--- src/rtl/pcbp_pkg.sv ---
// Shared types and constants of the prefixed code bit packer
package pcbp_pkg;

    // Default packing word width
    localparam int WORD_BITS_DEF = 64;

    // Fixed field widths of the channels
    localparam int OP_W    = 2;
    localparam int VALUE_W = 16;
    localparam int OUT_W   = 64;
    localparam int COUNT_W = 7;
    localparam int CODE_W  = 19;
    localparam int LEN_W   = 5;

    // Depth of the queue between front and back
    localparam int QUEUE_DEPTH = 2;

    // Operation codes
    localparam logic [OP_W-1:0] OP_WORD  = 2'd0;
    localparam logic [OP_W-1:0] OP_LIT   = 2'd1;
    localparam logic [OP_W-1:0] OP_FLUSH = 2'd2;

    // Code lengths and prefixes
    localparam logic [LEN_W-1:0]  CODE_LONG_LEN  = 5'd19;
    localparam logic [LEN_W-1:0]  CODE_SHORT_LEN = 5'd9;
    localparam logic [CODE_W-1:0] PREFIX_CAP     = 19'h60000;
    localparam logic [CODE_W-1:0] PREFIX_LOW     = 19'h40000;

    typedef logic [OUT_W-1:0]   t_word;
    typedef logic [COUNT_W-1:0] t_count;

    typedef enum logic {
        K_PUSH,
        K_FLUSH
    } t_kind;

    // One classified entry travelling from front to back
    typedef struct packed {
        t_kind              kind;
        logic [CODE_W-1:0]  code;
        logic [LEN_W-1:0]   len;
    } t_entry;

endpackage

--- src/rtl/pcbp_if.sv ---
// Valid/ready channel interfaces for items and packed words
interface pcbp_in_if;
    import pcbp_pkg::*;

    logic               valid;
    logic               ready;
    logic [OP_W-1:0]    op;
    logic [VALUE_W-1:0] value;
    logic               capital;

    modport source (output valid, output op, output value, output capital, input ready);
    modport sink   (input valid, input op, input value, input capital, output ready);
endinterface

interface pcbp_out_if;
    import pcbp_pkg::*;

    logic   valid;
    logic   ready;
    t_word  packed_word;
    t_count bit_count;
    logic   is_final;

    modport source (output valid, output packed_word, output bit_count, output is_final,
                    input ready);
    modport sink   (input valid, input packed_word, input bit_count, input is_final,
                    output ready);
endinterface

--- src/rtl/pcbp_front.sv ---
// Front end: accept items and turn them into codes or flush requests
module pcbp_front (
    pcbp_in_if.sink           i_in,
    input  logic              i_full,
    output logic              o_push,
    output pcbp_pkg::t_entry  o_entry
);
    import pcbp_pkg::*;

    logic take;

    // Accept whenever the queue has room
    assign i_in.ready = !i_full;
    assign take       = i_in.valid && !i_full;

    // Classify the item; an unused op is taken and dropped
    always_comb begin
        o_push        = 1'b0;
        o_entry.kind  = K_PUSH;
        o_entry.code  = '0;
        o_entry.len   = CODE_SHORT_LEN;
        case (i_in.op)
            OP_WORD: begin
                o_push       = take;
                o_entry.code = (i_in.capital ? PREFIX_CAP : PREFIX_LOW)
                               | CODE_W'(i_in.value);
                o_entry.len  = CODE_LONG_LEN;
            end
            OP_LIT: begin
                o_push       = take;
                o_entry.code = CODE_W'(i_in.value[7:0]);
                o_entry.len  = CODE_SHORT_LEN;
            end
            OP_FLUSH: begin
                o_push       = take;
                o_entry.kind = K_FLUSH;
            end
            default: begin
                o_push = 1'b0;
            end
        endcase
    end
endmodule

--- src/rtl/pcbp_fifo.sv ---
// Short queue of classified entries between front and back
module pcbp_fifo (
    input  logic              i_clk,
    input  logic              i_rst_n,
    input  logic              i_push,
    input  pcbp_pkg::t_entry  i_entry,
    input  logic              i_pop,
    output logic              o_full,
    output logic              o_empty,
    output pcbp_pkg::t_entry  o_entry
);
    import pcbp_pkg::*;

    localparam int DEPTH = QUEUE_DEPTH;
    localparam int PTR_W = (DEPTH > 1) ? $clog2(DEPTH) : 1;
    localparam int CNT_W = $clog2(DEPTH + 1);

    t_entry             r_mem [DEPTH];
    logic [PTR_W-1:0]   r_wr_ptr;
    logic [PTR_W-1:0]   r_rd_ptr;
    logic [CNT_W-1:0]   r_cnt;
    logic               do_push;
    logic               do_pop;

    assign o_full  = (r_cnt == CNT_W'(DEPTH));
    assign o_empty = (r_cnt == '0);
    assign o_entry = r_mem[r_rd_ptr];
    assign do_push = i_push && !o_full;
    assign do_pop  = i_pop && !o_empty;

    // Store the pushed entry
    always_ff @(posedge i_clk) begin
        if (do_push) begin
            r_mem[r_wr_ptr] <= i_entry;
        end
    end

    // Advance pointers and occupancy
    always_ff @(posedge i_clk) begin
        if (!i_rst_n) begin
            r_wr_ptr <= '0;
            r_rd_ptr <= '0;
            r_cnt    <= '0;
        end else begin
            if (do_push) begin
                r_wr_ptr <= (r_wr_ptr == PTR_W'(DEPTH - 1)) ? '0 : r_wr_ptr + 1'b1;
            end
            if (do_pop) begin
                r_rd_ptr <= (r_rd_ptr == PTR_W'(DEPTH - 1)) ? '0 : r_rd_ptr + 1'b1;
            end
            if (do_push && !do_pop) begin
                r_cnt <= r_cnt + 1'b1;
            end else if (do_pop && !do_push) begin
                r_cnt <= r_cnt - 1'b1;
            end
        end
    end
endmodule

--- src/rtl/pcbp_back.sv ---
// Back end: shift codes into the accumulator and register finished words
module pcbp_back #(
    parameter int WORD_BITS = pcbp_pkg::WORD_BITS_DEF
) (
    input  logic              i_clk,
    input  logic              i_rst_n,
    input  logic              i_empty,
    input  pcbp_pkg::t_entry  i_entry,
    output logic              o_pop,
    pcbp_out_if.source        o_out
);
    import pcbp_pkg::*;

    localparam int CNT_W = $clog2(WORD_BITS + 1);

    logic [WORD_BITS-1:0] r_acc;
    logic [CNT_W-1:0]     r_fill;
    logic                 r_valid;
    t_word                r_word;
    t_count               r_count;
    logic                 r_final;

    logic [WORD_BITS-1:0] n_acc;
    logic [CNT_W-1:0]     n_fill;
    logic                 emit;
    logic [WORD_BITS-1:0] emit_word;
    logic [CNT_W-1:0]     emit_count;
    logic                 emit_final;

    logic [CNT_W-1:0]     room;
    logic [CNT_W-1:0]     len_x;
    logic [CNT_W-1:0]     over_x;
    logic [LEN_W-1:0]     over;
    logic [WORD_BITS-1:0] code_x;
    logic                 out_free;

    // Take the next entry when the output register is free or draining
    assign out_free = !r_valid || o_out.ready;
    assign o_pop    = !i_empty && out_free;

    assign room   = CNT_W'(WORD_BITS) - r_fill;
    assign len_x  = CNT_W'(i_entry.len);
    assign over_x = len_x - room;
    assign over   = over_x[LEN_W-1:0];
    assign code_x = WORD_BITS'(i_entry.code);

    // Merge a code, or drain the pending bits on a flush
    always_comb begin
        n_acc      = r_acc;
        n_fill     = r_fill;
        emit       = 1'b0;
        emit_word  = '0;
        emit_count = CNT_W'(WORD_BITS);
        emit_final = 1'b0;
        case (i_entry.kind)
            K_PUSH: begin
                if (len_x < room) begin
                    n_acc  = (r_acc << i_entry.len) | code_x;
                    n_fill = r_fill + len_x;
                end else begin
                    emit      = 1'b1;
                    emit_word = (r_acc << room) | (code_x >> over);
                    n_acc     = code_x & ((WORD_BITS'(1) << over) - WORD_BITS'(1));
                    n_fill    = CNT_W'(over);
                end
            end
            K_FLUSH: begin
                if (r_fill != '0) begin
                    emit       = 1'b1;
                    emit_word  = r_acc << (CNT_W'(WORD_BITS) - r_fill);
                    emit_count = r_fill;
                    emit_final = 1'b1;
                    n_acc      = '0;
                    n_fill     = '0;
                end
            end
            default: begin
                emit = 1'b0;
            end
        endcase
    end

    // Hold packer state
    always_ff @(posedge i_clk) begin
        if (!i_rst_n) begin
            r_acc  <= '0;
            r_fill <= '0;
        end else if (o_pop) begin
            r_acc  <= n_acc;
            r_fill <= n_fill;
        end
    end

    // Output register: load on a finished word, drop once transferred
    always_ff @(posedge i_clk) begin
        if (!i_rst_n) begin
            r_valid <= 1'b0;
        end else if (o_pop && emit) begin
            r_valid <= 1'b1;
        end else if (o_out.ready) begin
            r_valid <= 1'b0;
        end
    end

    always_ff @(posedge i_clk) begin
        if (o_pop && emit) begin
            r_word  <= OUT_W'(emit_word);
            r_count <= COUNT_W'(emit_count);
            r_final <= emit_final;
        end
    end

    assign o_out.valid       = r_valid;
    assign o_out.packed_word = r_word;
    assign o_out.bit_count   = r_count;
    assign o_out.is_final    = r_final;
endmodule

--- src/rtl/prefixed_code_bit_packer.sv ---
// A word that an item completes is registered first in the queue and then in the output register.
// One item per cycle unless a stalled output fills the queue; the shift-and-merge is combinational per popped code.
// A two-entry queue parts the item side from the packer, so each side can stall on its own.
// A stalled output holds its word while the queue takes up to two more items.
// Reset (i_rst_n low, synchronous) empties the queue, the accumulator and the output register.
module prefixed_code_bit_packer #(
    parameter int WORD_BITS = pcbp_pkg::WORD_BITS_DEF
) (
    input  logic        i_clk,
    input  logic        i_rst_n,
    pcbp_in_if.sink     i_in,
    pcbp_out_if.source  o_out
);
    import pcbp_pkg::*;

    logic   push;
    logic   pop;
    logic   full;
    logic   empty;
    t_entry front_entry;
    t_entry queue_entry;

    // Classify incoming items
    pcbp_front u_front (
        .i_in    (i_in),
        .i_full  (full),
        .o_push  (push),
        .o_entry (front_entry)
    );

    // Decouple front and back
    pcbp_fifo u_fifo (
        .i_clk   (i_clk),
        .i_rst_n (i_rst_n),
        .i_push  (push),
        .i_entry (front_entry),
        .i_pop   (pop),
        .o_full  (full),
        .o_empty (empty),
        .o_entry (queue_entry)
    );

    // Pack codes into words
    pcbp_back #(
        .WORD_BITS (WORD_BITS)
    ) u_back (
        .i_clk   (i_clk),
        .i_rst_n (i_rst_n),
        .i_empty (empty),
        .i_entry (queue_entry),
        .o_pop   (pop),
        .o_out   (o_out)
    );
endmodule

--- src/flat_wrapper.sv ---
// flat-port wrapper written by rule: the top's interface ports become plain ports
module prefixed_code_bit_packer_flat import pcbp_pkg::*;
#(
    parameter int WORD_BITS = pcbp_pkg::WORD_BITS_DEF
)
  (i_clk, i_rst_n, i_in_valid, i_in_op, i_in_value, i_in_capital, i_in_ready, o_out_valid, o_out_packed_word, o_out_bit_count, o_out_is_final, o_out_ready);
  pcbp_in_if i_in_i ();
  pcbp_out_if o_out_i ();
  input  logic i_clk;
  input  logic i_rst_n;
  input wire logic [$bits(i_in_i.valid)-1:0] i_in_valid;
  input wire logic [$bits(i_in_i.op)-1:0] i_in_op;
  input wire logic [$bits(i_in_i.value)-1:0] i_in_value;
  input wire logic [$bits(i_in_i.capital)-1:0] i_in_capital;
  output wire logic [$bits(i_in_i.ready)-1:0] i_in_ready;
  output wire logic [$bits(o_out_i.valid)-1:0] o_out_valid;
  output wire logic [$bits(o_out_i.packed_word)-1:0] o_out_packed_word;
  output wire logic [$bits(o_out_i.bit_count)-1:0] o_out_bit_count;
  output wire logic [$bits(o_out_i.is_final)-1:0] o_out_is_final;
  input wire logic [$bits(o_out_i.ready)-1:0] o_out_ready;
  assign i_in_i.valid = i_in_valid;
  assign i_in_i.op = i_in_op;
  assign i_in_i.value = i_in_value;
  assign i_in_i.capital = i_in_capital;
  assign i_in_ready = i_in_i.ready;
  assign o_out_valid = o_out_i.valid;
  assign o_out_packed_word = o_out_i.packed_word;
  assign o_out_bit_count = o_out_i.bit_count;
  assign o_out_is_final = o_out_i.is_final;
  assign o_out_i.ready = o_out_ready;
  prefixed_code_bit_packer #(.WORD_BITS(WORD_BITS)) u_core (.i_clk(i_clk), .i_rst_n(i_rst_n), .i_in(i_in_i), .o_out(o_out_i));
endmodule
--- config.mk ---
export PLATFORM = sky130hd
export DESIGN_NAME = prefixed_code_bit_packer_flat
export DESIGN_NICKNAME = d
export VERILOG_FILES = /design/src/rtl/pcbp_pkg.sv /design/src/rtl/pcbp_if.sv /design/src/rtl/pcbp_front.sv /design/src/rtl/pcbp_fifo.sv /design/src/rtl/pcbp_back.sv /design/src/rtl/prefixed_code_bit_packer.sv /design/src/flat_wrapper.sv
export SDC_FILE = /design/constraint.sdc
export NUM_CORES = 1
export LEC_CHECK = 0
export BUFFER_PORTS_ARGS = -buffer_cell sky130_fd_sc_hd__buf_2
export CORE_ASPECT_RATIO = 0.75
export CORE_UTILIZATION = 48
export CTS_CLUSTER_DIAMETER = 200
export DETAILED_ROUTE_END_ITERATION = 7
export HOLD_SLACK_MARGIN = 0.02
export PLACE_DENSITY = 0.68
export RECOVER_POWER = 100
export SLEW_MARGIN = 10
export SYNTH_ARGS = -nofsm -noshare
export SYNTH_HDL_FRONTEND = slang
export SYNTH_SLANG_ARGS = --single-unit
--- constraint.sdc ---
create_clock -name i_clk -period 4.9 [get_ports i_clk]
set_input_delay 0.98 -clock i_clk [delete_from_list [all_inputs] [get_ports i_clk]]
set_output_delay 0.98 -clock i_clk [all_outputs]
set_load 0.05 [all_outputs]
==> impl_metrics.ini <==
[timing]
period_minus_slack_ns = 4.61
fmax_mhz = 217
skew_ns = 0.0176
setup_viol = 0
finalSetupTns_ns = 0
hold_ws_ns = 0.510
setup_ws_ns = 0.288
final_max_slew_viol_count = 0
max-slew-margin-rel = 0.0896
rsz0062_at_grt = false
worst_slew_pin_slew_ns = 1.36
final.period_utilization = 0.941
hold_viol = 0

[global_route]
grt_max_degree = 81
grt_pass1_wl_mm = 68.0
first_global_vias = 10900
overflow = 0
antenna_found_initial = 0
grt_use_total = 0.308

[worst_setup_path]
r2r_setup_slack_ns = 0.29
cp.arrival_ns = 4.80
r2r_start = u_core.u_back.r_fill[0]
path_class = reg2reg
critPathCaptureType = flop
r2r-end = u_core.u_back.o_out.packed_word[63]
cp.required_ns = 5.09
start_kind = flop
path_max_fanout = 38
rr_worst_depth = 13

[place]
dp_slack_ns = 0.475
hpwl_mm = 33.0
port_buffers = 96
place_congestion = 1.00

[synthesis]
ys.flop_type = edfxtp_1
synth_common_cells = nand2_1 (164), nor2_1 (127), edfxtp_1 (112), mux2i_1 (103), a21oi_1 (91)
yosys_warnings = 0
synth-seq-cells = 189
yosys.area.top_type_share = 0.242
ys_async_sr_fraction = 0
synth_area_um2 = 13900
synth_edf_count = 112
syn_area_per_cell_um2 = 9.90
yosysMostFrequentCell = nand2_1
syn_inst = 1402
synth_top_area_cell = edfxtp_1
synth_area_leaders = edfxtp_1 (24%), mux4_2 (12%), dfxtp_1 (11%), mux2i_1 (7.4%), mux2_2 (4.9%)
syn_nets = 1436
ys_seq_area_frac = 0.353
synth_cell_types = 81

[finish]
final_util = 0.533
multi_input_area_um2 = 8310
antenna_cells = 0
drive_gt1_frac = 0.168
nNetsFinal = 1464
ff_latch_area_um2 = 4910
fillers = 2623
area_delta_synth_final_pct = 8.21

[clock_network]
numCtsBuffers = 17
clk_latency_ns = 0.46
cts_setup_buffers = 0
clk_pin_slew_ns = 0.09
clk_path_buf_depth = 2
clkSinkCount = 189
cts-root-buf = clkbuf_16
cts_tree = yes
htreeDepth = 4
holdBufCountCts = 0
cts_resized = 0

[floorplanning]
core_um2 = 28200
die_area_um2 = 29600
die_width_um = 198
io_pins = 97
initial_utilization = 0.492
rows = 53
die_h_um = 149

[status]
status = finished, final reports clean

[routing]
drtIter0Drc = 2189
ant_nets = 0
viasPerCell = 6.68
drtPass1Iterations = 7
wl_per_cell_um = 24.6
drt_wl_total_mm = 45.0
route.detailed.drc = 0
vias = 12200

[hold_path]
hold_path.startpoint = u_core.u_back.o_out.valid
holdPathEnd = u_core.u_back.o_out.valid
hold_class = reg2reg
worstHoldPathCells = 2

[job]
maxCapViolations = 0
[layer usage]
metal  track usage  share of wire  up-vias  wire length, µm
met4        0.0895          0.023        0             1020
met3        0.0879           0.12       61             5260
li1              -              -     5453                -
met5             0              0        -                0
met2         0.405           0.40      772            17900
met1         0.477           0.46     5931            20800
[state kept, by name, indices dropped and copies added, names as in the netlist, named ones only]
signal / cells
u_core.u_back.o_out.valid: 1
u_core.u_fifo.r_wr_ptr: 1
u_core.u_back.o_out.packed_word: 64
u_core.u_back.o_out.is_final: 1
u_core.u_fifo.r_cnt: 2
u_core.u_back.o_out.bit_count: 7
u_core.u_back.r_acc: 64
u_core.u_fifo.r_rd_ptr: 1
u_core.u_back.r_fill: 7
u_core.u_fifo.r_mem: 40
[worst max path at each step]
stage,from,cells past startpoint,end,slack (ns)
finish,u_core.u_back.r_fill[0],13,u_core.u_back.o_out.packed_word[63],0.29
global route,u_core.u_back.r_fill[0],17,u_core.u_back.r_acc[14],0.07
CTS,u_core.u_back.r_fill[0],17,u_core.u_back.r_acc[14],0.43
detailed placement,u_core.u_back.r_fill[0],17,u_core.u_back.r_acc[14],0.48
global placement,u_core.u_back.r_fill[0],17,u_core.u_back.r_acc[14],0.56
floorplan,u_core.u_back.r_fill[0],18,u_core.u_back.o_out.bit_count[0],0.04
[metrics by stage]
stage	instance area, µm²	instances
detailed placement	14600	1796
global placement	14600	1796
finish	15000	1828
floorplan	13900	1402
global route	15000	1828
CTS	15200	1828
[cell families after synthesis]
kind of cell / share of synthesized area
AND/OR/NAND/NOR: 0.149
flip-flops: 0.353
XOR/XNOR: 0.0106
adder cells (fa/ha/maj): 0.0105
multiplexers: 0.248
buffers and inverters: 0.0482
AO/OA/AOI/OAI: 0.180
[cell usage in the layout, fill, tap and decap left out, drive strengths merged, types with 22 or more instances in the layout]
| cell type | netlist | layout |
|---|---|---|
| a211oi | 41 | 41 |
| a21oi | 91 | 91 |
| a22oi | 28 | 28 |
| buf | 75 | 44 |
| clkbuf | 48 | 105 |
| dfxtp | 77 | 77 |
| edfxtp | 112 | 112 |
| inv | 15 | 22 |
| mux2 | 60 | 60 |
| mux2i | 103 | 103 |
| mux4 | 77 | 77 |
| nand2 | 164 | 164 |
| nand3 | 34 | 34 |
| nor2 | 127 | 127 |
| nor2b | 31 | 31 |
| o211ai | 29 | 29 |
| o21ai | 48 | 48 |
| o22ai | 26 | 26 |
[area by class of cell]
cell class / count / share of cell area
clock buffer: 17 / 0.0283
tap: 385 / 0.0321
multi-input combinational: 1075 / 0.553
timing repair buffer: 132 / 0.0420
sequential: 189 / 0.327
inverter: 15 / 0.00417
clock inverter: 15 / 0.0133
[critical path: stages (launching register included)]
cell	delay, ns
dfxtp_4	0.64
inv_2	0.08
ha_2	0.27
nor3b_4	0.19
xnor2_2	0.17
inv_1	0.10
ha_1	0.44
a211o_1	0.32
nand3_1	0.09
clkbuf_1	0.66
or2_0	0.38
clkbuf_1	0.70
a221o_1	0.23
o22ai_1	0.06
Power is not shown: default switching activity piles up to over one toggle a cycle in this logic, so the estimate is an artifact.
